--- src/rtl/ris_pkg.sv ---
`timescale 1ns / 1ps
// ----------------------------------------------------------------------------
// ris_pkg
// Shared widths, types and constants of the RGB integral image block.
// ----------------------------------------------------------------------------
package ris_pkg;

   // Frame geometry
   localparam int MAX_WIDTH = 4096;
   localparam int COL_W     = $clog2(MAX_WIDTH);
   localparam int WID_W     = 13;
   localparam int EFF_W     = (WID_W > COL_W + 1) ? WID_W : COL_W + 1;

   // Pixel and sum widths
   localparam int NUM_CH     = 3;
   localparam int PIX_W      = 8;
   localparam int PIX_SQ_W   = 2 * PIX_W;
   localparam int ROW_SUM_W  = 20;
   localparam int ROW_SQ_W   = 28;
   localparam int SUM_W      = 32;
   localparam int SQ_W       = 40;

   // Channel order: index 0 red, 1 green, 2 blue
   typedef logic [NUM_CH-1:0][PIX_W-1:0] pix_type;

   // One stored integral entry; sums sit in the low bits, red lowest
   typedef struct packed {
      logic [NUM_CH-1:0][SQ_W-1:0]  sq;
      logic [NUM_CH-1:0][SUM_W-1:0] sum;
   } line_type;

   // Item leaving the row accumulator toward the merge stage
   typedef struct packed {
      logic [COL_W-1:0]                 col;
      logic                             first_row;
      logic [NUM_CH-1:0][ROW_SQ_W-1:0]  row_sq;
      logic [NUM_CH-1:0][ROW_SUM_W-1:0] row_sum;
   } front_type;

endpackage

--- src/rtl/ris_merge.sv ---
`timescale 1ns / 1ps
// ----------------------------------------------------------------------------
// ris_merge
// Second stage: adds the row sums to the stored row above, forwards a
// same-column write still in flight, writes the line store back and holds
// the output register.
// ----------------------------------------------------------------------------
module ris_merge (
   input  logic                       clock,
   input  logic                       reset,
   input  logic                       load,
   input  ris_pkg::front_type         front,
   input  ris_pkg::line_type          above,
   output logic                       in_ready,
   output logic                       wr_en,
   output logic [ris_pkg::COL_W-1:0]  wr_addr,
   output ris_pkg::line_type          wr_data,
   output logic                       out_valid,
   input  logic                       out_ready,
   output ris_pkg::line_type          out_data
);
   import ris_pkg::*;

   logic      s1_valid_ff;
   front_type s1_ff;
   logic      hit_ff;
   line_type  fwd_ff;
   logic      out_valid_ff;
   line_type  out_ff;

   logic      s1_adv;
   line_type  above_sel;
   line_type  result;

   // Stage advances when the output register is free or draining
   assign s1_adv   = s1_valid_ff && (!out_valid_ff || out_ready);
   assign in_ready = !s1_valid_ff || s1_adv;

   // Integral of this pixel; first row sees zero above
   always_comb begin
      above_sel = hit_ff ? fwd_ff : above;
      for (int c = 0; c < NUM_CH; c++) begin
         result.sum[c] = SUM_W'(s1_ff.row_sum[c]);
         result.sq[c]  = SQ_W'(s1_ff.row_sq[c]);
         if (!s1_ff.first_row) begin
            result.sum[c] = SUM_W'(s1_ff.row_sum[c]) + above_sel.sum[c];
            result.sq[c]  = SQ_W'(s1_ff.row_sq[c]) + above_sel.sq[c];
         end
      end
   end

   // Control
   always_ff @(posedge clock) begin
      if (reset) begin
         s1_valid_ff  <= 1'b0;
         out_valid_ff <= 1'b0;
      end else begin
         if (load) begin
            s1_valid_ff <= 1'b1;
         end else if (s1_adv) begin
            s1_valid_ff <= 1'b0;
         end
         if (s1_adv) begin
            out_valid_ff <= 1'b1;
         end else if (out_ready) begin
            out_valid_ff <= 1'b0;
         end
      end
   end

   // Payload; the read of a new item misses the write made on the same edge
   always_ff @(posedge clock) begin
      if (load) begin
         s1_ff  <= front;
         hit_ff <= s1_adv && (s1_ff.col == front.col);
         fwd_ff <= result;
      end
      if (s1_adv) begin
         out_ff <= result;
      end
   end

   assign wr_en     = s1_adv;
   assign wr_addr   = s1_ff.col;
   assign wr_data   = result;
   assign out_valid = out_valid_ff;
   assign out_data  = out_ff;

endmodule

--- config.mk ---
export PLATFORM = sky130hd
export DESIGN_NAME = ris_merge
export DESIGN_NICKNAME = d
export VERILOG_FILES = /design/src/rtl/ris_pkg.sv /design/src/rtl/ris_merge.sv
export SDC_FILE = /design/constraint.sdc
export NUM_CORES = 1
export LEC_CHECK = 0
export BUFFER_PORTS_ARGS = -buffer_cell sky130_fd_sc_hd__buf_2
export CORE_AREA = 4 4 315 317
export CTS_BUF_LIST = sky130_fd_sc_hd__clkbuf_4 sky130_fd_sc_hd__clkbuf_8
export CTS_CLUSTER_SIZE = 20
export DETAILED_ROUTE_END_ITERATION = 8
export DIE_AREA = 0 0 319 321
export PLACE_DENSITY = 0.6
export SYNTH_ARGS = -nofsm -noshare
export SYNTH_HDL_FRONTEND = slang
export SYNTH_SLANG_ARGS = --single-unit
--- constraint.sdc ---
create_clock -name clock -period 12.9 [get_ports clock]
set_clock_uncertainty 0.2 [all_clocks]
set_input_delay 0.645 -clock clock [delete_from_list [all_inputs] [get_ports clock]]
set_output_delay 0.645 -clock clock [all_outputs]
set_load 0.02 [all_outputs]
Word-level counts from Yosys, hierarchy flattened
Cells that the tools add are included.
{"block": "word_totals", "out_inout_bits": 447, "inputBits": 377, "regBits": 592, "wordCells": 49, "ram_bits": 0, "rom_bits": 0, "memories": 0, "latch_bits": 0}
{"block": "classes", "add_sub_neg": 6, "n_mux": 11, "shifts": 0, "magnitude_cmp": 0, "mul": 0, "n_div": 0, "reduce_logical": 8, "eq_ne": 1, "bitwise": 0}
{"op": "$mux 216", "n": 1}
{"op": "$add 28x40->40", "n": 3}
{"op": "$mux 40", "n": 3}
{"op": "$add 20x32->32", "n": 3}
{"op": "$mux 32", "n": 3}
{"op": "$eq 12x12->1", "n": 1}
{"op": "$mux 1", "n": 4}
{"op": "$reduce_bool 2->1", "n": 2}
{"op": "$logic_and 1x1->1", "n": 2}
{"op": "$logic_not 1->1", "n": 2}
{"op": "$logic_or 1x1->1", "n": 2}

Logic depth before layout (Yosys ltp)
Gate-level depths: netlist of the first run.
{"block": "logic_depth", "depth_word": 5, "depth_mapped": 19, "ltp_nobuf": 13}

Worst setup path after synthesis of the first run
Ideal clock, no wire load.
{"block": "synth_timing", "kind": "input-to-reg", "start": "input out_ready", "end": "register hit_ff, data pin", "cell_stages": 5, "t_arrival_ns": 11.798, "setup_ns": 0.176, "required_ns": 12.524, "path_buffers": 0, "setup_slack_ns": 0.726, "cell_sequence": "nor2b_1 nor2b_1 nand4_1 or4_1 nor4_1"}
{"block": "synth_via", "elab_chain_cells": 3}
{"element": "start, declared", "line_no": "ris_merge.sv:19", "rtl": "input logic out_ready,"}
{"element": "$logic_or 1x1->1", "line_no": "ris_merge.sv:36", "rtl": "assign s1_adv = s1_valid_ff && (!out_valid_ff || out_ready);"}
{"element": "$logic_and 1x1->1", "line_no": "ris_merge.sv:36"}
{"element": "named net wr_en", "line_no": "ris_merge.sv:15", "rtl": "output logic wr_en,"}
{"element": "$logic_and 1x1->1", "line_no": "ris_merge.sv:75", "rtl": "hit_ff <= s1_adv && (s1_ff.col == front.col);"}
{"element": "end signal, assigned", "line_no": "ris_merge.sv:75"}
{"element": "end, declared", "line_no": "ris_merge.sv:26", "rtl": "logic hit_ff;"}
The timed path passes the listed nets, and every way through them passes these cells.
A chain may end at the register's enable or synchronous reset.

==> flow_summary.ini, run 1 <==
[cts]
tritoncts = yes
htreeDepth = 3
clockRootBuffer = clkbuf_8
path_clk_slew_ns = 0.06
cts_resized = 0
insertion_delay_ns = 0.74
cts_sinks = 592
postCtsSetupRepairBufs = 0
numCtsBuffers = 107
clockBufferDepth = 3

[floorplanning]
core_area_um2 = 96300
rows = 114
ioPinCount = 824
die-area_um2 = 102000
start_util_pct = 32.1
die_x_um = 319
chipHeight_um = 321

[final_layout]
drive_gt1_share_pct = 33.1
area_delta_synth_final_pct = 30.6
fillers = 9124
regArea_um2 = 17800
num-nets-final = 4053
multi_input_area_um2 = 12500

[sta]
hold_viol_final = 0
drv_slew = 0
max_freq_mhz = 137
relSlewSlack_pct = 21.0
fin_crit_ns = 7.31
rsz0062_at_grt = no
tns_ns = 0
worst_slack_ns = 5.59
worstMarginPinSlew_ns = 1.17
finalSetupViolCount = 0
final.period_utilization_pct = 56.7

[pwr]
cellPowerDensity_nw_per_um2 = 148
switchingPower_w = 0.00191
clkPwrFrac_pct = 31.9
swShare_pct = 32.0
combinationalPowerShare_pct = 27.1
power_frac_seq_pct = 41.1
ir_drop_mv = 0.0955
internal_power_w = 0.00405
leakage_nw = 16.6

[worst_setup_path]
cp.arrival_ns = 6.47
cp_cell_sequence = buf_12 > buf_4 > mux2_2 > ha_1 > a21oi_1 > nor3b_1 > a21oi_1 > a311o_1 > a211oi_1 > nor3_1 > nor2_1 > nor3_1 > nor3_1 > buf_2
worstPathRequired_ns = 12.06
worst_path_most_repeated_cell = nor3_1
crit_cells = 14
cp_slowest_stage_delay_ns = 0.82
worst_path_max_delay_cell = a211oi_1
crit_type = reg -> out
crit_path_end_kind = output pin
r2r_cells = 13
crit_fanout = 115
crit_family = buffers and inverters
start_kind = flip-flop
critical_path_buf_inv_count = 3

[placed_design]
port_buffers = 823
pre_cts_ws_ns = 6.36
dpl.hpwl_um = 77600
routabilityCongestion = 0.887

[grt]
grt_pass1_vias = 24300
grtUsageTotal_pct = 19.0
grt_max_degree = 156
antenna_found_initial = 25
grt_pass1_wl_um = 150000
overflow = 0

[detailed_routing]
vias = 24200
first_pass_iters = 5
wl_per_cell_um = 20.8
routed_wl_um = 102000
drt_iter0_markers = 1551
antenna_left = 0
avgViaCountPerCell = 4.93
drc = 0

[hold_path]
whs_path_depth = 4
worst_hold_path_type = in -> reg

[yosys]
yosysMostFrequentCell = edfxtp_1
ys_seq_elements = 592
synth.cell_area_um2 = 30900
yosysSeqAreaShare_pct = 57.5
avgSynthCellArea_um2 = 12.4
yosysWarnings = 0
synth-edff-count = 590
syn_inst = 2500
async_flop_share_pct = 0
synth_top_area_share_pct = 57.4
synth_largest_area_cell = edfxtp_1
synth_common_cells = edfxtp_1, nand2_1, o21ai_0
synth_area_leaders = edfxtp_1, ha_1, mux2_2
ys.flop_type = edfxtp_1
synthesis.nets = 3027
yosysUniqueCellTypes = 72

[flow_run]
cap_violations = 0

[status]
status = completed
## worst min-delay path: cells and delay by family
| kind | cells | cell delay, ns |
|---|---|---|
| simple gates | 2 | 0.13 |
| compound gates | 1 | 0.16 |
| buf+inv | 1 | 0.08 |
## power groups by stage
stage | sequential, W | combinational (W) | clock [W]
3_5_place_dp | 0.00248 | 0.00157 | 0
4_1_cts | 0.00245 | 0.00162 | 0.00195
3_3_place_gp | 0.00248 | 0.00156 | 0
5_1_grt | 0.00246 | 0.00176 | 0.00205
6_report | 0.00245 | 0.00161 | 0.00190
2_1_floorplan | 0.00254 | 0.000954 | 0
## final cells by class
cell class / count / share of cell area [%]
flip-flops and latches: 592 / 44.0
multi-input cells: 1765 / 31.1
repair buffers: 1006 / 14.7
clock buffers: 132 / 4.18
well taps: 1276 / 3.96
clock inverters: 63 / 1.42
inverters: 54 / 0.503
diodes: 19 / 0.118
## metal layers
layer	share of wire, %	track usage [%]
met5	0.042	0
met4	2.3	6.08
met3	7.2	4.45
met2	49	33.0
met1	41	23.5
## registers in the layout, summed over array words and instances, names as in the netlist
register	cells
fwd_ff	216
hit_ff	1
out_data	216
out_valid	1
s1_ff	145
s1_valid_ff	1
wr_addr	12
## path summary, 6_finish.rpt
kind,from,endpoint,slack [ns]
hold / removal,out_ready,s1_valid_ff,0.14
setup reg to reg,hit_ff,fwd_ff[210],7.01
hold reg to reg,s1_valid_ff,s1_valid_ff,0.36
setup / recovery,hit_ff,wr_data[210],5.59
## cell families (layout without fill, tap and decap cells)
logic type	count (synthesis)	in the layout	synth area share, %
AO/OA/AOI/OAI	619	619	12.6
XOR/XNOR	189	189	5.36
adder cells (fa/ha/maj)	150	150	6.22
buffers and inverters	143	1255	1.97
flip-flops	592	592	57.5
multiplexers	203	203	7.22
other	0	19	0
AND/OR/NAND/NOR	604	604	9.12
## cells in the final DEF, fill, tap and decap left out, types with 18 or more instances in the layout
cell,n
nand3_1,43
nor2_1,154
nand2_1,217
nor2b_1,42
mux2_2,158
o21ai_0,207
clkinv_1,27
dlygate4sd3_1,159
edfxtp_1,590
xor2_1,85
clkinv_2,18
inv_1,53
o21a_1,29
diode_2,19
a21oi_1,144
buf_2,822
xnor2_1,104
nand4_1,18
mux2i_1,45
a21o_1,66
buf_4,21
nor3_1,29
clkbuf_4,21
nand2b_1,30
a211oi_1,22
o21bai_1,21
ha_1,144
clkbuf_8,111
## per-stage QoR
stage | instances | area, um^2 | utilization [%] | hold WS [ns] | power, W
2_1_floorplan | 2500 | 30900 | - | 0.278 | 0.00350
3_3_place_gp | 4534 | 36400 | 37.8 | 0.325 | 0.00404
3_5_place_dp | 4534 | 36400 | 37.8 | 0.338 | 0.00405
4_1_cts | 4888 | 40300 | 41.8 | 0.0200 | 0.00602
5_1_grt | 4896 | 40300 | 41.9 | 0.0851 | 0.00627
6_report | 4907 | 40300 | 41.9 | 0.138 | 0.00596
## what timing repair did
item	in CTS	in global routing
setup endpoints to repair	0	0
hold buffers	159	0
endpoints found under the hold margin	159	0
No activity file was read; power rests on OpenSTA's default activity.
==> run 2, diff against run 1 <==
- clock period: 12.9 -> 7.4 ns (I/O delays scaled with it)
==> flow_summary.ini, run 2 (synthesized netlist as in run 1, its figures left out) <==
[floorplanning]
chipHeight_um = 321
ioPinCount = 824
rows = 114
die-area_um2 = 102000
core_area_um2 = 96300
start_util_pct = 32.1
die_x_um = 319

[detailed_routing]
top_layer = met5
drc = 0
met1_length_um = 42500
routed_wl_um = 103000
avgViaCountPerCell = 4.93
wl_per_cell_um = 20.8
drt_iter0_markers = 1565
dr_wl_met2_um = 50800
first_pass_iters = 6
antenna_left = 0
vias = 24300
dr_wl_met3_um = 7080

[cts]
clockRootBuffer = clkbuf_8
path_clk_slew_ns = 0.07
numCtsBuffers = 103
postCtsSetupRepairBufs = 0
tritoncts = yes
htreeDepth = 3
cts_sinks = 592
insertion_delay_ns = 0.74
clockBufferDepth = 3

[final_layout]
drive_gt1_share_pct = 32.7
layout_common_cells = buf_2, edfxtp_1, nand2_1
postLayoutCoreUtil_pct = 42.2
area_delta_synth_final_pct = 31.7
fin_cells = 4936
num-nets-final = 4094
final_common_cell = buf_2

[worst_setup_path]
worst_path_max_delay_cell = edfxtp_1
cp.arrival_ns = 6.12
cp_slowest_stage_delay_ns = 0.95
cp_cell_sequence = buf_12 > buf_12 > mux2_2 > ha_1 > nand3_1 > a41oi_1 > nand3_1 > a31oi_1 > a211oi_2 > a211oi_1 > o2111ai_1 > xnor2_1 > nor2_1 > buf_2
crit_type = reg -> out
critical_path_buf_inv_count = 3
worstPathRequired_ns = 6.83
start_kind = flip-flop
crit_family = compound AO/OA/AOI/OAI gates
crit_fanout = 59
crit_path_end_kind = output pin

[placed_design]
port_buffers = 823
routabilityCongestion = 0.873
dpl.hpwl_um = 78300
placedCellCount = 4535

[sta]
rsz0062_at_grt = no
drv_slew = 0
relSlewSlack_pct = 18.4
tns_ns = 0
final.period_utilization_pct = 90.4
finalSetupViolCount = 0
hold_ws_ns = 0.124
fin_crit_ns = 6.69
hold_viol_final = 0
max_freq_mhz = 149
worstMarginPinSlew_ns = 1.22

[status]
status = completed

[pwr]
cellPowerDensity_nw_per_um2 = 252
ir_drop_mv = 0.166
power_w = 0.0102
leakage_nw = 16.7

[grt]
grt_pass1_vias = 24200
antenna_found_initial = 22
grt_pass1_wl_um = 151000
overflow = 0
grt_max_degree = 151
grtUsageTotal_pct = 19.1

[hold_path]
worst_hold_path_type = in -> reg

[flow_run]
cap_violations = 0
[run 2: per-stage QoR]
step	setup WS, ns	cell area (um^2)
6_report	0.707	40700
5_1_grt	0.294	40700
4_1_cts	0.636	40600
3_5_place_dp	1.58	36500
3_3_place_gp	1.65	36500
2_1_floorplan	2.13	30900
[run 2: worst min-delay path: cells and delay by family]
family / cells / cell delay, ns
XOR/XNOR: 1 / 0.12
buffers and inverters: 1 / 0.07
AND/OR/NAND/NOR: 1 / 0.10
multiplexers: 1 / 0.19
[run 2: path summary, 6_finish.rpt]
kind	slack, ns	end	from	depth (start not counted)
hold reg to reg	0.37	s1_valid_ff	s1_valid_ff	2
setup reg to reg	1.82	out_data[129]	hit_ff	13
hold / removal	0.12	fwd_ff[167]	above[167]	4
setup / recovery	0.71	wr_data[135]	hit_ff	14
[run 2: where the power goes]
part	internal, W	switching (W)	total (W)
Clock	0.00171	0.00142	0.00313
Combinational	0.00104	0.00180	0.00284
Sequential	0.00415	0.000113	0.00426
Total	0.00690	0.00333	0.0102
[run 2: cell type report]
| class | instances | area (um^2) |
|---|---|---|
| Sequential cell | 592 | 17800 |
| Multi-Input combinational cell | 1765 | 12500 |
| Timing Repair Buffer | 1051 | 6450 |
| Tap cell | 1276 | 1600 |
| Fill cell | 9149 | 55600 |
| Clock buffer | 132 | 1660 |
| Antenna cell | 13 | 32.5 |
| Inverter | 54 | 203 |
| Clock inverter | 53 | 439 |
[run 2: repair_timing]
action / in CTS / in global routing
hold buffers: 203 / 0
hold endpoints to repair: 326 / 0
gates resized for setup: 0 / 0
[run 2: routing by layer]
metal,track usage [%],vias up
li1,-,11600
met1,23.7,11800
met2,33.4,846
met3,4.51,117
met4,5.53,14
met5,0,-
