==> src/rtl/ris_pkg.sv <==
`timescale 1ns / 1ps
// ----------------------------------------------------------------------------
// ris_pkg
// Shared widths, types and constants of the RGB integral image block.
// ----------------------------------------------------------------------------
package ris_pkg;

   // Frame geometry
   localparam int MAX_WIDTH = 4096;
   localparam int COL_W     = $clog2(MAX_WIDTH);
   localparam int WID_W     = 13;
   localparam int EFF_W     = (WID_W > COL_W + 1) ? WID_W : COL_W + 1;

   // Pixel and sum widths
   localparam int NUM_CH     = 3;
   localparam int PIX_W      = 8;
   localparam int PIX_SQ_W   = 2 * PIX_W;
   localparam int ROW_SUM_W  = 20;
   localparam int ROW_SQ_W   = 28;
   localparam int SUM_W      = 32;
   localparam int SQ_W       = 40;

   // Channel order: index 0 red, 1 green, 2 blue
   typedef logic [NUM_CH-1:0][PIX_W-1:0] pix_type;

   // One stored integral entry; sums sit in the low bits, red lowest
   typedef struct packed {
      logic [NUM_CH-1:0][SQ_W-1:0]  sq;
      logic [NUM_CH-1:0][SUM_W-1:0] sum;
   } line_type;

   // Item leaving the row accumulator toward the merge stage
   typedef struct packed {
      logic [COL_W-1:0]                 col;
      logic                             first_row;
      logic [NUM_CH-1:0][ROW_SQ_W-1:0]  row_sq;
      logic [NUM_CH-1:0][ROW_SUM_W-1:0] row_sum;
   } front_type;

endpackage

==> src/rtl/ris_row_acc.sv <==
`timescale 1ns / 1ps
// ----------------------------------------------------------------------------
// ris_row_acc
// Column tracking and per-row running sums of values and squares; gives
// the column, first-row flag and updated row sums of the item being taken.
// ----------------------------------------------------------------------------
module ris_row_acc (
   input  logic                       clock,
   input  logic                       reset,
   input  logic                       accept,
   input  logic                       frame_start,
   input  ris_pkg::pix_type           pix,
   input  logic [ris_pkg::WID_W-1:0]  width,
   output ris_pkg::front_type         front
);
   import ris_pkg::*;

   logic [COL_W-1:0]                 col_ff, col_in;
   logic                             first_ff, first_in;
   logic [NUM_CH-1:0][ROW_SUM_W-1:0] row_sum_ff;
   logic [NUM_CH-1:0][ROW_SQ_W-1:0]  row_sq_ff;

   logic [EFF_W-1:0] eff_width;
   logic [COL_W-1:0] col_pre;
   logic             first_pre;
   logic [COL_W-1:0] col_cur;
   logic             first_cur;
   logic [EFF_W-1:0] col_next;
   logic [NUM_CH-1:0][PIX_SQ_W-1:0]  pix_sq;
   logic [NUM_CH-1:0][ROW_SUM_W-1:0] row_sum_in;
   logic [NUM_CH-1:0][ROW_SQ_W-1:0]  row_sq_in;

   // Effective width: zero counts as one, clamp to the line store
   always_comb begin
      if (width == '0) begin
         eff_width = EFF_W'(1);
      end else if (EFF_W'(width) > EFF_W'(MAX_WIDTH)) begin
         eff_width = EFF_W'(MAX_WIDTH);
      end else begin
         eff_width = EFF_W'(width);
      end
   end

   // Column of this item and column of the next one
   always_comb begin
      col_pre   = frame_start ? '0 : col_ff;
      first_pre = frame_start | first_ff;
      // width lowered mid-row: start a new row here
      if (EFF_W'(col_pre) >= eff_width) begin
         col_cur   = '0;
         first_cur = 1'b0;
      end else begin
         col_cur   = col_pre;
         first_cur = first_pre;
      end
      col_next = EFF_W'(col_cur) + EFF_W'(1);
      if (col_next >= eff_width) begin
         col_in   = '0;
         first_in = 1'b0;
      end else begin
         col_in   = col_next[COL_W-1:0];
         first_in = first_cur;
      end
   end

   // Running row sums, restarted at column zero
   always_comb begin
      for (int c = 0; c < NUM_CH; c++) begin
         pix_sq[c] = pix[c] * pix[c];
         if (col_cur == '0) begin
            row_sum_in[c] = ROW_SUM_W'(pix[c]);
            row_sq_in[c]  = ROW_SQ_W'(pix_sq[c]);
         end else begin
            row_sum_in[c] = row_sum_ff[c] + ROW_SUM_W'(pix[c]);
            row_sq_in[c]  = row_sq_ff[c] + ROW_SQ_W'(pix_sq[c]);
         end
      end
   end

   // State update on each taken item
   always_ff @(posedge clock) begin
      if (reset) begin
         col_ff     <= '0;
         first_ff   <= 1'b1;
         row_sum_ff <= '0;
         row_sq_ff  <= '0;
      end else if (accept) begin
         col_ff     <= col_in;
         first_ff   <= first_in;
         row_sum_ff <= row_sum_in;
         row_sq_ff  <= row_sq_in;
      end
   end

   assign front.col       = col_cur;
   assign front.first_row = first_cur;
   assign front.row_sum   = row_sum_in;
   assign front.row_sq    = row_sq_in;

endmodule

==> config.mk <==
export PLATFORM = sky130hd
export DESIGN_NAME = ris_row_acc
export DESIGN_NICKNAME = d
export VERILOG_FILES = /design/src/rtl/ris_pkg.sv /design/src/rtl/ris_row_acc.sv
export SDC_FILE = /design/constraint.sdc
export NUM_CORES = 1
export LEC_CHECK = 0
export BUFFER_PORTS_ARGS = -buffer_cell sky130_fd_sc_hd__buf_2
export CAP_MARGIN = 20
export CORE_ASPECT_RATIO = 1.75
export CORE_MARGIN = 3
export CORE_UTILIZATION = 62
export CTS_BUF_LIST = sky130_fd_sc_hd__clkbuf_4
export CTS_CLUSTER_DIAMETER = 60
export DETAILED_ROUTE_END_ITERATION = 7
export PLACE_DENSITY = 0.84
export SETUP_SLACK_MARGIN = 0.3
export SLEW_MARGIN = 15
export SYNTH_ARGS = -nofsm -noshare
export SYNTH_HDL_FRONTEND = slang
export SYNTH_SLANG_ARGS = --single-unit
==> constraint.sdc <==
create_clock -name clock -period 8.6 [get_ports clock]
set_input_delay 0.86 -clock clock [delete_from_list [all_inputs] [get_ports clock]]
set_output_delay 0.86 -clock clock [all_outputs]
set_load 0.03 [all_outputs]
Word level (Yosys, flattened, before mapping):

Index checks and enable logic that the tools add are counted.

* flip-flop bits (word level): 157
* input port bits: 41
* output and inout port bits: 157
* word-level logic and storage cells: 37

* $add $sub $neg: 7
* multiply operators: 3
* magnitude comparators: 3
* mux-type cells: 13
* bitwise logic cells: 1
* reduce and logical (&&, ||, !) cells: 2

Operator list (count)
* adder 28 x 16 -> 28 bit: 3
* two-way mux 28 bit: 3
* adder 20 x 8 -> 20 bit: 3
* two-way mux 20 bit: 3
* multiplier 8 x 8 -> 16 bit: 3
* two-way mux 12 bit: 3
* two-way mux 13 bit: 2
* adder 12 x 1 -> 13 bit, second input constant: 1
* >= comparator 12 x 13 -> 1 bit: 1
* >= comparator 13 bit: 1
* > comparator 13 bit, second input constant: 1
* zero test 13 bit: 1
* zero test 12 bit: 1
* two-way mux 1 bit: 2
* bitwise OR 1 bit: 1

Logic depth before layout (Yosys ltp):

Gate-level depths: netlist of run 1.

* depth in word-level cells: 8
* gate-level depth with buffers: 28
* mapped depth without buffers: 27

Least setup slack after synthesis of run 1:

Ideal clock, no wire load.

* path type: in2out
* from: input port pix[14] (netlist bit)
* to: output port front[108] (netlist bit)
* arrival time: 6.676 ns
* data required time: 7.740 ns
* slack: 1.064 ns
* cell stages on the path: 25
* path buffers: 1
* cells stage by stage: clkbuf_1 -> and2_1 -> fa_1 -> fa_1 -> inv_1 -> fa_1 -> fa_1 -> inv_1 -> ha_1 -> or2_2 -> o311a_1 -> nor2_1 -> o21ai_0 -> a21oi_1 -> xnor2_1 -> ha_1 -> a21o_1 -> a21o_1 -> a21o_1 -> a211oi_1 -> a21o_1 -> nor2_1 -> nand3_1 -> xnor2_1 -> nor2_1

RTL lines
* start: declaration: RTL line ris_row_acc.sv:12 `input ris_pkg::pix_type pix,`
* end: declaration: RTL line ris_row_acc.sv:14 `output ris_pkg::front_type front`

==> summary.txt, run 1 <==
Status
  • Outcome: completed

Setup path
  • Worst Reg-to-Reg Cells: 25
  • Most repeated library cell on the critical path: sky130_fd_sc_hd__fa_1
  • Critical-path cell list: buf_2, and2_1, fa_1, fa_1, inv_1, fa_1, fa_1, inv_1, ha_1, or2_2, o311a_1, nor2_1, inv_1, a21oi_1, xnor2_1, ha_1, and2_1, and4_1, a221oi_1, a21o_2, nor4b_1, xnor2_1, nor2_1, buf_2
  • Delay of the slowest cell on the worst path: 580 ps
  • Worst Setup End Kind: primary output
  • Buffering stage count on the worst path with inverters included: 5
  • Maximum net fanout on the critical path: 12
  • Critical path destination: front[112]
  • Flop-to-flop setup slack: 2650 ps
  • Startpoint Class: input pin
  • Arrival @ worst endpoint: 7100 ps
  • Start point of the critical path: pix[13]
  • Cell family contributing the most delay on the critical path: adder cells
  • Startpoint of the lowest-slack register-to-register path: col_ff[7]
  • Start-to-end type of the worst setup path: in2out
  • Critical path's slowest cell: sky130_fd_sc_hd__nor4b_1
  • Required time of the critical path: 7740 ps
  • Total number of cells along the worst setup path: 24
  • RR Endpoint: col_ff[2]

Global route
  • Pin count of the biggest net entering global routing: 94
  • Wire length of the first global-routing pass: 77700 um
  • Initial antenna violation count: 1
  • Total congestion overflow after global routing: 0
  • GRT Util Overall: 0.317
  • Vias in the first global route: 16700

Pwr
  • Static Leakage: 8.99 nW
  • Maximum vdd ir drop: 266 uV
  • Power consumption: 4.91 mW
  • Power density cells: 262 nW/um^2

Layout
  • Nets: 2724
  • Fraction of final layout cells with drive strength greater than 1: 0.122
  • Total area of sequential cells: 3140 um^2
  • Multi-input logic area: 13100 um^2
  • Area growth from synthesis to layout: 9.01%
  • Post-route cell area: 18800 um^2
  • Layout fillers: 2327
  • Final core occ: 0.687
  • Count of non-filler cells in the finished layout: 2796

Drt
  • Detailed-route wire length per cell: 17.0 um
  • Via/cell ratio: 5.98
  • Detailed-route via count: 16700
  • Total Wirelength: 47600 um
  • Drt pass-1 iters: 5
  • Count of routing violations after the opening detailed-route iteration: 863
  • Number of nets with antenna violations after detailed routing: 0
  • DRC errors left: 0

Place
  • Pre-CTS setup slack: 546 ps
  • Port buffer count: 197
  • RD Place Congestion: 0.905
  • Total half-perimeter wirelength after legalization and detailed placement: 36400 um
  • Instance area at placement: 18400 um^2
  • DP Cell Count: 2760

Synth
  • Yosys top cell area share: 0.183
  • Mean instance size in the synthesized netlist: 7.57 um^2
  • Yosys warnings: 0
  • Syn_nets: 2585
  • Ys async rst share: 0
  • Post-synth cell types: 83
  • Sequential cell area fraction in the yosys report: 0.183
  • Main flop type after synthesis: sky130_fd_sc_hd__dfxtp_1
  • Synthesized instance count: 2274
  • Most used standard cell by instance count after synthesis: sky130_fd_sc_hd__nor2_1
  • Number of enable flip-flop cells after synthesis: 0
  • Top cell types by occurrence after synthesis: sky130_fd_sc_hd__nor2_1 (316), sky130_fd_sc_hd__nand2_1 (240), sky130_fd_sc_hd__ha_1 (192), sky130_fd_sc_hd__inv_1 (174), sky130_fd_sc_hd__dfxtp_1 (157)
  • Cell types with the largest area share after synthesis: sky130_fd_sc_hd__dfxtp_1 (18%), sky130_fd_sc_hd__ha_1 (14%), sky130_fd_sc_hd__fa_1 (9.1%)
  • Dominant cell type by area after synthesis: sky130_fd_sc_hd__dfxtp_1
  • Yosys reg bits: 157
  • Synthesized area: 17200 um^2

STA
  • Final setup skew: 39.0 ps
  • Worst-case setup margin in the final layout: 637 ps
  • Transition time at the pin with the least slew margin: 1060 ps
  • Max frequency: 0.126 GHz
  • Final total negative setup slack: 0 ps
  • Final setup viols: 0
  • Count of final max-slew check failures: 0
  • Post-route clock period utilization: 0.926
  • Worst hold slack: 482 ps
  • Min Clock Period, post-route: 7960 ps
  • Max-slew headroom at the worst pin: 0.292
  • Unrepaired setup endpoints after global routing: yes
  • Endpoints failing hold: 0

Flow run
  • Maximum capacitance violations: 0

Clock network
  • Clock Pin Slew Worst Setup and Hold Paths: 140 ps
  • Sinks on the clock net: 157
  • Clock tree from TritonCTS: yes
  • H-Tree Level Count: 4
  • Bufs on Longest Clock Path: 2
  • Clock Root Buffer: sky130_fd_sc_hd__clkbuf_4
  • TritonCTS buffer count: 17
  • Clock latency of the later-clocked register in the worst-skew pair: 660 ps

Hold path
  • Type of the worst min-delay path: reg2reg
  • Source of the worst hold timing path: row_sq_ff[35]

Floorplanning
  • Starting utilization of the core area: 0.630
  • Height of the chip: 226 um
  • Die area: 29900 um^2
  • I/O pin count: 198
  • Standard-cell rows: 80
  • Horizontal extent of the die: 132 um
  • Std-Cell Core Area: 27300 um^2
[worst min path at each step]
stage | end | cells past startpoint | slack (ps)
after floorplan | row_sum_ff[22] | 2 | 450
after global placement | row_sum_ff[42] | 2 | 460
after detailed placement | row_sq_ff[59] | 2 | 460
after CTS | row_sum_ff[4] | 2 | 480
after global routing | row_sum_ff[4] | 2 | 500
final | row_sq_ff[35] | 2 | 480
[cells in the final DEF (no fill, tap or decap), types with 7 or more instances in the layout]
cell type | netlist | layout
sky130_fd_sc_hd__nor4_1 | 7 | 7
sky130_fd_sc_hd__and4_1 | 9 | 9
sky130_fd_sc_hd__nor2_1 | 316 | 315
sky130_fd_sc_hd__a21o_1 | 36 | 35
sky130_fd_sc_hd__nor2b_1 | 33 | 33
sky130_fd_sc_hd__and3_1 | 34 | 34
sky130_fd_sc_hd__a22oi_1 | 21 | 21
sky130_fd_sc_hd__clkbuf_4 | 0 | 18
sky130_fd_sc_hd__or3_1 | 20 | 20
sky130_fd_sc_hd__fa_1 | 78 | 78
sky130_fd_sc_hd__o31ai_1 | 16 | 15
sky130_fd_sc_hd__nor3_1 | 56 | 56
sky130_fd_sc_hd__mux2i_1 | 21 | 21
sky130_fd_sc_hd__buf_4 | 4 | 20
sky130_fd_sc_hd__nand2b_1 | 14 | 14
sky130_fd_sc_hd__nand2_1 | 240 | 240
sky130_fd_sc_hd__a21oi_1 | 139 | 139
sky130_fd_sc_hd__xnor2_1 | 113 | 113
sky130_fd_sc_hd__a31oi_1 | 29 | 29
sky130_fd_sc_hd__a311oi_1 | 9 | 9
sky130_fd_sc_hd__o21ai_0 | 129 | 129
sky130_fd_sc_hd__a211oi_1 | 13 | 13
sky130_fd_sc_hd__dfxtp_1 | 157 | 157
sky130_fd_sc_hd__nand4_1 | 12 | 12
sky130_fd_sc_hd__ha_1 | 192 | 192
sky130_fd_sc_hd__or2_2 | 7 | 7
sky130_fd_sc_hd__and2_1 | 71 | 71
sky130_fd_sc_hd__o21a_1 | 21 | 20
sky130_fd_sc_hd__buf_2 | 23 | 195
sky130_fd_sc_hd__nand3_1 | 40 | 39
sky130_fd_sc_hd__mux2_2 | 7 | 7
sky130_fd_sc_hd__inv_1 | 174 | 173
sky130_fd_sc_hd__xor2_1 | 67 | 67
[worst reg2reg max path, stage by stage (launching register included)]
cell                        delay [ps]
sky130_fd_sc_hd__dfxtp_1           470
sky130_fd_sc_hd__nor2b_1           270
sky130_fd_sc_hd__ha_1              290
sky130_fd_sc_hd__nand4_1           100
sky130_fd_sc_hd__nor2_1             80
sky130_fd_sc_hd__a2111oi_0         540
sky130_fd_sc_hd__o311a_1           470
sky130_fd_sc_hd__nor3_1             90
sky130_fd_sc_hd__buf_4             190
sky130_fd_sc_hd__nor2_1             90
sky130_fd_sc_hd__buf_4             170
sky130_fd_sc_hd__nand2_1            90
sky130_fd_sc_hd__inv_1              90
sky130_fd_sc_hd__ha_1              280
sky130_fd_sc_hd__nand2_1           140
sky130_fd_sc_hd__nor2_1            150
sky130_fd_sc_hd__nand2_1            80
sky130_fd_sc_hd__xnor2_1           140
sky130_fd_sc_hd__nor2_1             90
sky130_fd_sc_hd__ha_1              200
sky130_fd_sc_hd__nor3_1            280
sky130_fd_sc_hd__o211ai_1          190
sky130_fd_sc_hd__a31o_2            280
sky130_fd_sc_hd__a211oi_2          590
sky130_fd_sc_hd__and2_1            340
sky130_fd_sc_hd__a32o_1            200
[power breakdown]
part | total, mW | internal, mW | switching (mW)
logic | 3.56 | 1.30 | 2.26
registers | 0.824 | 0.788 | 0.0366
clock network | 0.525 | 0.211 | 0.314
[layout make-up]
class                           instances  area share
Multi-Input combinational cell       1848       0.696
Sequential cell                       157       0.167
Timing Repair Buffer                  215      0.0600
Inverter                              174      0.0348
Tap cell                              369      0.0246
Clock inverter                         14     0.00980
Clock buffer                           18     0.00720
Antenna cell                            1    0.000133
[kinds of logic after synthesis]
logic type               Yosys count  share of synthesized area
adder cells (fa/ha/maj)          270                      0.230
other                              2                   0.000436
AO/OA/AOI/OAI                    491                      0.182
flip-flops                       157                      0.183
buffers and inverters            269                     0.0612
multiplexers                      28                     0.0168
XOR/XNOR                         180                     0.0915
AND/OR/NAND/NOR                  877                      0.235
[registers in the layout, indices dropped and copies added, names as in the netlist]
name        count
col_ff         12
row_sq_ff      84
first_ff        1
row_sum_ff     60
[layer usage]
layer / global-route usage / wire (um)
met4: 0.230 / 3180
met1: 0.304 / 16800
met2: 0.601 / 25300
met3: 0.0560 / 2340
met5: 0 / 0
[timing repair]
item                                    4_1_cts  5_1_grt
hold buffers                                  0        0
endpoints found under the setup margin        0        7
hold endpoints to repair                      0        0
gates resized for setup                       0        2
setup buffers                                 0        3
Power figures use the tool's default switching activity.
==> run 2: changes to the inputs <==
Settings changed: CAP_MARGIN 20 to 5, CORE_ASPECT_RATIO 1.75 to 0.9.
==> run 2 against run 1 <==
Against the previous run: count of clock-buffer cells in the layout decreased by 1; critical path depth unchanged; design area decreased by 0.41%; highest routed layer is now met5; clock power decreased by 3%; sequential cell count unchanged; non-clock buffer count decreased by 5.
==> summary.txt, run 2 (same netlist as run 1, synthesis figures left out) <==
STA
  • Worst-case setup margin in the final layout: 644 ps
  • Endpoints failing hold: 0
  • Transition time at the pin with the least slew margin: 962 ps
  • Min Clock Period, post-route: 7960 ps
  • Final total negative setup slack: 0 ps
  • Count of final max-slew check failures: 0
  • Post-route clock period utilization: 0.925
  • Max-slew headroom at the worst pin: 0.359
  • Final setup viols: 0
  • Unrepaired setup endpoints after global routing: no
  • Max frequency: 0.126 GHz
  • Final setup skew: 45.0 ps

Layout
  • Multi-input logic area: 13100 um^2
  • Nets: 2719
  • Register ranked first by flip-flop count: row_sq_ff
  • Total area of sequential cells: 3140 um^2
  • Layout fillers: 2273
  • Number of flip-flops under the largest register name: 84
  • Area growth from synthesis to layout: 8.57%
  • Leading cell type in the layout, fill and taps excluded: sky130_fd_sc_hd__nor2_1
  • Commonest cells after routing, fill and taps aside: sky130_fd_sc_hd__nor2_1 (314), sky130_fd_sc_hd__nand2_1 (240), sky130_fd_sc_hd__buf_2 (195)
  • Fraction of final layout cells with drive strength greater than 1: 0.119
  • Largest registers in the final layout: row_sq_ff (84), row_sum_ff (60), col_ff (12)

Clock network
  • Clock Pin Slew Worst Setup and Hold Paths: 180 ps
  • TritonCTS buffer count: 17
  • H-Tree Level Count: 4
  • Clock Root Buffer: sky130_fd_sc_hd__clkbuf_4
  • Clock latency of the later-clocked register in the worst-skew pair: 600 ps
  • Bufs on Longest Clock Path: 2
  • Clock tree from TritonCTS: yes
  • Sinks on the clock net: 157
  • # hold bufs at CTS: 0

Global route
  • Pin count of the biggest net entering global routing: 163
  • Vias in the first global route: 16100
  • Initial antenna violation count: 2
  • Wire length of the first global-routing pass: 76100 um
  • GRT Util Overall: 0.304
  • Total congestion overflow after global routing: 0

Place
  • Pre-CTS setup slack: 607 ps
  • RD Place Congestion: 0.894
  • Total half-perimeter wirelength after legalization and detailed placement: 34000 um
  • Port buffer count: 197

Floorplanning
  • Std-Cell Core Area: 27200 um^2
  • Horizontal extent of the die: 182 um
  • I/O pin count: 198
  • Starting utilization of the core area: 0.634
  • Height of the chip: 164 um
  • Standard-cell rows: 57
  • Die area: 29800 um^2

Pwr
  • Power density cells: 259 nW/um^2
  • Static Leakage: 8.96 nW
  • Maximum vdd ir drop: 200 uV

Setup path
  • Worst Setup End Kind: primary output
  • Arrival @ worst endpoint: 7100 ps
  • Worst Reg-to-Reg Cells: 23
  • Startpoint Class: input pin
  • Start-to-end type of the worst setup path: in2out
  • Required time of the critical path: 7740 ps
  • Maximum net fanout on the critical path: 11

Hold path
  • Hold Path Cell Cnt: 2
  • Type of the worst min-delay path: reg2reg

Status
  • Outcome: completed

Drt
  • Drt pass-1 iters: 5
  • Number of nets with antenna violations after detailed routing: 0
  • Detailed-route via count: 16500
  • Total Wirelength: 46100 um
  • Count of routing violations after the opening detailed-route iteration: 1125
  • Detailed-route wire length per cell: 16.6 um
  • DRC errors left: 0
  • Via/cell ratio: 5.94

Flow run
  • Maximum capacitance violations: 0
run 2: cell types whose count changed in the layout (fill, tap and decap cells not counted), sizes merged:
cell / delta
bufinv: -1
clkinv: -5
clkinvlp: +2
inv: +4
buf: -5
clkbuf: -1
run 2: final timing paths:
kind	startpoint	slack (ps)	to
hold reg to reg	row_sq_ff[31]	490	row_sq_ff[31]
setup / recovery	pix[22]	640	front[134]
hold / removal	row_sq_ff[31]	490	row_sq_ff[31]
setup reg to reg	col_ff[4]	2430	col_ff[2]
run 2: power by group:
part	leakage, nW	switching (mW)	total, mW	internal, mW
clock network	0.151	0.328	0.511	0.183
registers	1.28	0.0372	0.825	0.788
logic	7.53	2.22	3.51	1.29
run 2: timing repair:
action	CTS	global route
setup endpoints to repair	0	3
buffers inserted	0	1
gates resized for setup	0	1
run 2: critical path: stages:
cell,delay (ps)
sky130_fd_sc_hd__buf_2,220
sky130_fd_sc_hd__and2_1,240
sky130_fd_sc_hd__fa_1,460
sky130_fd_sc_hd__fa_1,560
sky130_fd_sc_hd__inv_1,60
sky130_fd_sc_hd__fa_1,500
sky130_fd_sc_hd__fa_1,540
sky130_fd_sc_hd__inv_1,40
sky130_fd_sc_hd__ha_1,350
sky130_fd_sc_hd__and3_1,210
sky130_fd_sc_hd__a211o_1,330
sky130_fd_sc_hd__nand2_1,80
sky130_fd_sc_hd__nand2_1,50
sky130_fd_sc_hd__a21oi_1,160
sky130_fd_sc_hd__xnor2_1,110
sky130_fd_sc_hd__ha_1,360
sky130_fd_sc_hd__and2_1,230
sky130_fd_sc_hd__a22o_1,190
sky130_fd_sc_hd__a311oi_2,80
sky130_fd_sc_hd__o41ai_4,720
sky130_fd_sc_hd__nand3_1,240
sky130_fd_sc_hd__xor2_1,190
sky130_fd_sc_hd__nor2_1,90
sky130_fd_sc_hd__buf_2,210
run 2: final cells by class:
| type | count | share of cell area |
|---|---|---|
| clock inverter | 14 | 0.00924 |
| inverter | 174 | 0.0349 |
| timing repair buffer | 210 | 0.0589 |
| sequential | 157 | 0.168 |
| antenna | 1 | 0.000134 |
| clock buffer | 17 | 0.00683 |
| multi-input combinational | 1848 | 0.698 |
| tap | 354 | 0.0237 |
run 2: per-layer routing:
| layer | vias to the layer above | GRT usage | wire length [um] |
|---|---|---|---|
| met3 | 96 | 0.0543 | 2940 |
| met5 | - | 0 | 9 |
| met1 | 7842 | 0.375 | 19500 |
| met4 | 2 | 0.0980 | 1240 |
| met2 | 539 | 0.540 | 22400 |
| li1 | 8009 | - | - |
run 2: through the flow:
| step | hold WS (ps) | cells | cell area [um^2] | total power, mW | utilization |
|---|---|---|---|---|---|
| floorplan | 449 | 2274 | 17200 | 3.50 | - |
| global placement | 457 | 2742 | 18400 | 4.17 | 0.677 |
| detailed placement | 465 | 2742 | 18400 | 4.29 | 0.677 |
| CTS | 487 | 2773 | 18700 | 4.82 | 0.688 |
| global route | 508 | 2775 | 18700 | 5.26 | 0.688 |
| finish | 486 | 2775 | 18700 | 4.84 | 0.688 |
